**config.mk**
```make
export PLATFORM = sky130hd
export DESIGN_NAME = bfb_ctrl
export DESIGN_NICKNAME = d
export VERILOG_FILES = /design/src/design/bfb_pkg.sv /design/src/design/bfb_ctrl.sv
export VERILOG_INCLUDE_DIRS = /design/src /design/src/design
export SDC_FILE = /design/constraint.sdc
export NUM_CORES = 1
export LEC_CHECK = 0
export ABC_AREA = 1
export BUFFER_PORTS_ARGS = -buffer_cell sky130_fd_sc_hd__buf_2
export CAP_MARGIN = 10
export CORE_AREA = 3 3 40 42
export DETAILED_ROUTE_END_ITERATION = 8
export DIE_AREA = 0 0 43 45
export HOLD_SLACK_MARGIN = 0.08
export PLACE_DENSITY = 0.51
export SLEW_MARGIN = 20
export SYNTH_ARGS = -nofsm -noshare
export SYNTH_HDL_FRONTEND = slang
export SYNTH_SLANG_ARGS = --single-unit
```
**constraint.sdc**
```tcl
create_clock -name clk -period 1.3 [get_ports clk]
set_input_delay 0.26 -clock clk [delete_from_list [all_inputs] [get_ports clk]]
set_output_delay 0.26 -clock clk [all_outputs]
set_load 0.01 [all_outputs]
```
**src/design/assert_macros.svh**
```systemverilog
// Assertion helpers for the RTL; bfb_ctrl is the file that includes them.
`ifndef ASSERT_MACROS_SVH
`define ASSERT_MACROS_SVH
`ifndef SYNTH
`define ASSERT_CLK(lbl, clk, rstn, prop, msg) \
  lbl: assert property (@(posedge clk) disable iff (!rstn) (prop)) else $error(msg);
`define ASSERT_NEVER(lbl, clk, rstn, cond, msg) \
  lbl: assert property (@(posedge clk) disable iff (!rstn) !(cond)) else $error(msg);
`else
`define ASSERT_CLK(lbl, clk, rstn, prop, msg)
`define ASSERT_NEVER(lbl, clk, rstn, cond, msg)
`endif
`endif

```
**src/design/bfb_pkg.sv**
```systemverilog
package bfb_pkg;

  // FILTER_BITS must be a power of two.
  localparam int TABLES      = 128;
  localparam int FILTER_BITS = 1024;
  localparam int ROW_W       = 32;
  localparam int COL_W       = $clog2(ROW_W);
  localparam int IDX_W       = $clog2(FILTER_BITS);
  localparam int ROW_BITS    = IDX_W - COL_W;
  localparam int ROWS        = FILTER_BITS / ROW_W;
  localparam int TBL_W       = (TABLES > 1) ? $clog2(TABLES) : 1;
  localparam int ADDR_W      = TBL_W + ROW_BITS;
  localparam int DEPTH       = TABLES * ROWS;
  localparam int TCMP_W      = 11;

  localparam logic [31:0] DJB_START = 32'd5381;
  localparam logic [31:0] SDBM_START = 32'd0;

  typedef enum logic [1:0] {
    OP_INSERT = 2'd0,
    OP_QUERY  = 2'd1,
    OP_CLEAR  = 2'd2,
    OP_NONE   = 2'd3
  } op_t;

  typedef enum logic [2:0] {
    MEM_IDLE,
    MEM_INIT,
    MEM_CLR,
    MEM_RD,
    MEM_SETA,
    MEM_SETB
  } mem_op_t;

  typedef struct packed {
    logic    accept;
    logic    cnt_clr;
    logic    cnt_inc;
    mem_op_t mem_op;
    logic    out_load;
  } cmd_t;

  typedef struct packed {
    logic init_done;
    logic row_done;
    logic is_query;
    logic same_row;
    logic out_free;
  } stat_t;

endpackage

```
**src/design/bfb_ctrl.sv**
```systemverilog
`include "assert_macros.svh"

module bfb_ctrl (
  input  logic           clk,
  input  logic           rst_n,
  input  logic           in_valid,
  output logic           in_ready,
  input  logic [1:0]     in_op,
  input  logic           in_last,
  input  bfb_pkg::stat_t stat,
  output bfb_pkg::cmd_t  cmd
);
  import bfb_pkg::*;

  typedef enum logic [2:0] {
    S_INIT,
    S_IDLE,
    S_CLR,
    S_RD,
    S_WRA,
    S_WRB,
    S_DONE
  } state_t;

  state_t state_r;
  state_t state_nxt;

  assign in_ready = (state_r == S_IDLE);

  always_comb begin
    state_nxt    = state_r;
    cmd.accept   = 1'b0;
    cmd.cnt_clr  = 1'b0;
    cmd.cnt_inc  = 1'b0;
    cmd.mem_op   = MEM_IDLE;
    cmd.out_load = 1'b0;
    unique case (state_r)
      S_INIT: begin
        cmd.mem_op  = MEM_INIT;
        cmd.cnt_inc = 1'b1;
        if (stat.init_done) begin
          state_nxt = S_IDLE;
        end
      end
      S_IDLE: begin
        if (in_valid) begin
          cmd.accept = 1'b1;
          if (in_op == OP_CLEAR) begin
            cmd.cnt_clr = 1'b1;
            state_nxt   = S_CLR;
          end else if ((in_op == OP_INSERT || in_op == OP_QUERY) && in_last) begin
            state_nxt = S_RD;
          end
        end
      end
      S_CLR: begin
        cmd.mem_op  = MEM_CLR;
        cmd.cnt_inc = 1'b1;
        if (stat.row_done) begin
          state_nxt = S_DONE;
        end
      end
      S_RD: begin
        cmd.mem_op = MEM_RD;
        state_nxt  = stat.is_query ? S_DONE : S_WRA;
      end
      S_WRA: begin
        cmd.mem_op = MEM_SETA;
        state_nxt  = stat.same_row ? S_DONE : S_WRB;
      end
      S_WRB: begin
        cmd.mem_op = MEM_SETB;
        state_nxt  = S_DONE;
      end
      S_DONE: begin
        if (stat.out_free) begin
          cmd.out_load = 1'b1;
          state_nxt    = S_IDLE;
        end
      end
      default: begin
        state_nxt = S_INIT;
      end
    endcase
  end

  always_ff @(posedge clk) begin
    if (!rst_n) begin
      state_r <= S_INIT;
    end else begin
      state_r <= state_nxt;
    end
  end

  `ASSERT_CLK(a_query_no_write, clk, rst_n, (state_r == S_RD && stat.is_query) |=> (state_r == S_DONE), "query went on to write the store")
  `ASSERT_NEVER(a_load_when_full, clk, rst_n, cmd.out_load && !stat.out_free, "result loaded over a pending one")
  `ASSERT_CLK(a_second_write, clk, rst_n, (state_r == S_WRB) |-> ($past(state_r) == S_WRA && !stat.same_row), "second row write out of order")

endmodule

```
* Word level (Yosys, flattened, before mapping) *
Index checks and enable logic that the tools add are counted.

cells by class
  equal/unequal tests = 13
  muxes and demuxes = 16
  reductions and logical operators = 6

operators by type and width
  kind                                            count
  case mux 3 bit (7 select lines)                 1
  2-to-1 mux 3 bit                                6
  case mux 3 bit (5 select lines)                 1
  == test 3 bit (second input constant)           3
  2-to-1 mux 2 bit                                4
  != test 2 bit (second input constant)           4
  == test 3 x 2 -> 1 bit (second input constant)  2
  AND reduction 5 bit                             1
  2-to-1 mux 1 bit                                4
  == test 3 x 1 -> 1 bit (second input constant)  1
  zero test 3 bit                                 1
  != test 3 x 1 -> 1 bit (second input constant)  1
  == test 2 x 1 -> 1 bit (second input constant)  1
  == test 2 bit (second input constant)           1
  zero test 2 bit                                 1
  OR reduction 2 bit                              1
  logical AND 1 bit                               1
  logical OR 1 bit                                1

storage, ports and cells
  register bits = 3
  input bits = 11
  output and inout port bits = 8
  word-level logic and storage cells = 36

* Logic depth before layout (Yosys ltp) *
  depth in word-level cells = 7
  mapped depth = 10
  mapped depth without buffers = 9

* Worst setup path after synthesis *
No wires, ideal clock.

  kind = register to output
  from = register state_r[1]
  to = output port cmd[1] in the netlist's numbering
  arrival time = 0.985 ns
  data required time = 1.040 ns
  path slack = 0.055 ns
  stages on the path, launching flop included = 5
  cells stage by stage = dfxtp_1 -> buf_6 -> inv_2 -> ha_1 -> o21ai_1

RTL lines
  item                      line            RTL
  start: declaration        bfb_ctrl.sv:25  state_t state_r;
  start signal: assignment  bfb_ctrl.sv:91  state_r <= state_nxt;
  end: declaration          bfb_ctrl.sv:11  output bfb_pkg::cmd_t cmd

==> results.py <==
metrics = {
    "routing": {
        "drt-pass1-iter-count": 2,
        "drt-wirelength-per-cell_um": 9.360,
        "via_per_inst": 4.404,
        "vias": 502,
        "ant_nets": 0,
        "first_iter_violations": 3,
        "drc": 0,
        "drt_wl_total_um": 1067,
    },
    "min_path": {
        "holdPathEnd": "state_r[2]",
        "min_path_cells": 3,
        "hold_class": "in2reg",
        "worstHoldStart": "rst_n",
    },
    "floorplan": {
        "ios": 19,
        "rows": 13,
        "core_um2": 1285,
        "start_util_pct": 30.38,
        "die_w_um": 43,
        "die_area_um2": 1935,
        "fp.dieH_um": 45,
    },
    "global_routing": {
        "grt_use_met1_pct": 14.15,
        "grt_pass1_vias": 487,
        "grt.busiest_layer": "met2",
        "grt_pass1_wl_um": 1897,
        "antenna_found_initial": 0,
        "grt_max_degree": 10,
        "grt.total_usage_pct": 12.88,
        "use_met2_pct": 23.95,
        "grt_use_met3_pct": 1.594,
        "gr-total-overflow": 0,
    },
    "worst_setup_path": {
        "reg2reg_to": "state_r[1]",
        "crit_required_ps": 1040,
        "r2r-start": "state_r[1]",
        "end_kind": "output pin",
        "slowest_stage": "dfxtp_4",
        "cp_max_fo": 5,
        "start_kind": "flip-flop",
        "reg2reg_depth": 10,
        "critPathKind": "reg2out",
        "slowest_delay_ps": 390,
        "path_common_cell": "nand2_1",
        "worstPathArrival_ps": 1160,
        "startpoint": "state_r[1]",
        "r2r_slack_ps": 60,
        "crit_chain": "inv_4 > buf_4 > nor2_2 > nand2_1 > nand2_1 > buf_2",
    },
    "synthesis": {
        "synth_area_leaders": "dfxtp_1 15%, inv_1 13%, nor2_1 12%, nand3_1 7.7%, nand2_1 7.7%",
        "ys.flop_type": "dfxtp_1",
        "synth_compound_area_share_pct": 3.846,
        "synthAdderAreaFrac_pct": 6.410,
        "syn_area_um2": 390.4,
        "synth_warnings": 0,
        "syn_nets": 78,
        "synthXorXnorAreaFrac_pct": 2.244,
        "synth_top_area_share_pct": 15.38,
        "synth_edf_count": 0,
        "yosysTopAreaCell": "dfxtp_1",
        "synth_top_family_by_area": "simple AND/OR/NAND/NOR gates",
        "synth_simple_gate_area_share_pct": 53.85,
        "ys_seq_area_share_pct": 15.38,
        "synth_mux_area_share_pct": 0,
        "ys_ff_latch": 3,
        "syn_inst": 65,
        "synthDistinctLibCells": 18,
        "async_flop_share_pct": 0,
        "synth.avg_cell_area_um2": 6.006,
    },
    "pwr": {
        "p_comb_share_pct": 75.0,
        "ir_worst_vdd_uv": 782.2,
        "p_int_w": 0.0008002,
        "p_leak_nw": 0.3749,
        "pwr-share-seq_pct": 14.2,
        "p_clk_share_pct": 10.8,
        "swShare_pct": 44.96,
        "power_w": 0.001454,
        "switching_power_w": 0.0006536,
        "power_density_nw_per_um2": 2014,
    },
    "timing": {
        "max_freq_mhz": 702.8,
        "rsz0062_at_grt": "true",
        "finalHoldViolCount": 0,
        "setup-tns-final_ps": -383.0,
        "period_share_pct": 109.4,
        "skew_ps": 1.502,
        "relSlewSlack_pct": 89.97,
        "hold_ws_ps": 256.8,
        "setup_viol": 5,
        "drv_slew": 0,
        "tightest_slew_ps": 150.0,
        "fin_ws_ps": -122.8,
        "period_minus_slack_ps": 1423,
    },
    "layout": {
        "design_area_um2": 721.9,
        "num-fill-cells": 137,
        "reg_top3": "state_r: 3 flops",
        "num_antenna_cells": 0,
        "largest_reg_flops": 3,
        "fin_util_pct": 56.18,
        "register_area_um2": 71.32,
        "layout.nets": 113,
        "drive_gt1_share_pct": 57.58,
        "multiInputGateArea_um2": 317.8,
        "syn_to_final_growth_pct": 84.94,
        "regMostFlops": "state_r",
    },
    "clocking": {
        "clkLatencyLatePin_ps": 230,
        "cts_buffers": 3,
        "cts.clk_slew.worst_paths_ps": 30,
        "h-tree-depth": 1,
        "clockBufferDepth": 2,
        "cts-root-buf": "clkbuf_4",
        "numClockSinks": 3,
        "cts_tree": "built",
    },
    "run_status": {
        "violations": "setup timing",
        "status": "finished, violations left",
    },
    "flow_run": {
        "max_cap_violations": 0,
    },
    "placed_design": {
        "placed_area_um2": 548.0,
        "gp_congestion": 0.8571,
        "port_buffers": 18,
        "place_hpwl_um": 824.8,
    },
}
==> through the flow <==
step                      setup WS, ps  cells
after global routing            -253.0    114
final                           -122.8    114
after detailed placement         39.90    105
after global placement           52.82    105
after CTS                       -124.1    113
after floorplan                  55.19     65
==> power by group through the flow <==
stage / clock network, W / logic (W) / registers (W)
6_report: 0.000157 / 0.00109 / 0.000206
5_1_grt: 0.000171 / 0.00121 / 0.000217
3_5_place_dp: 0 / 0.000808 / 0.000166
3_3_place_gp: 0 / 0.000814 / 0.000165
4_1_cts: 0.000166 / 0.000978 / 0.000195
2_1_floorplan: 0 / 0.000510 / 0.000171
==> worst max-delay path: cells and delay by family (launching register included) <==
kind | cells | cell delay (ps)
and+or+nand+nor | 3 | 240
buffers and inverters | 3 | 310
DFF | 1 | 390
==> layout make-up <==
cell class | instances | share of cell area, %
Inverter | 16 | 9.359
Tap cell | 15 | 2.600
Sequential cell | 3 | 9.879
Clock buffer | 4 | 3.640
Multi-Input combinational cell | 45 | 44.02
Timing Repair Buffer | 31 | 30.50
==> worst max-delay path by stage <==
stage | to | slack, ps | cells after the start
6_report | cmd[4] | -120 | 6
5_1_grt | cmd[1] | -250 | 7
4_1_cts | cmd[5] | -120 | 5
3_5_place_dp | state_r[1] | 40 | 8
3_3_place_gp | cmd[1] | 50 | 4
2_1_floorplan | cmd[1] | 60 | 4
==> kinds of logic (layout without fill, tap and decap cells) <==
kind of cell	Yosys count	count (layout)
xor gates and xnor gates	1	1
DFF	3	3
buffers and inverters	17	51
and+or+nand+nor	39	39
adders and majority gates	2	2
AOI/OAI and AO/OA	3	3
==> layer usage <==
layer / up-vias / wire (um)
met3: 0 / 61
met1: 219 / 433
li1: 273 / -
met2: 10 / 572
met4: 0 / 0
met5: - / 0
==> what timing repair did <==
action                                  CTS  global route
hold endpoints to repair                  0             0
endpoints found under the setup margin    7             9
pin swaps                                 3             4
setup buffers                             4             1
gates resized for setup                  19            12
hold buffers                              0             0
==> synth_stat cells (2+ instances only) <==
master,instances
nand2_1,8
dfxtp_1,3
ha_1,2
nand4_1,3
nand3b_1,2
inv_1,13
nand3_2,2
o21ai_1,2
inv_2,3
nor2_1,12
nor3_1,2
nand3_1,6
nor2_2,2
==> cell usage in the layout (no fill, tap or decap) <==
cell type  instances
nand3_2            2
nand3_4            2
nor3_2             2
inv_2              2
nand2_2            1
nand3_1            5
o21ai_1            1
clkbuf_1           1
nand4_1            3
buf_4              6
buf_6              8
inv_4              3
nand3b_1           2
ha_1               1
nand2_1            7
nor2_4             3
nor2_1             9
buf_2             17
dfxtp_4            3
clkbuf_4           3
inv_1             11
nor2_2             3
xor2_1             1
o21ai_2            1
a21oi_1            1
ha_4               1
No activity file was read; power rests on OpenSTA's default activity.
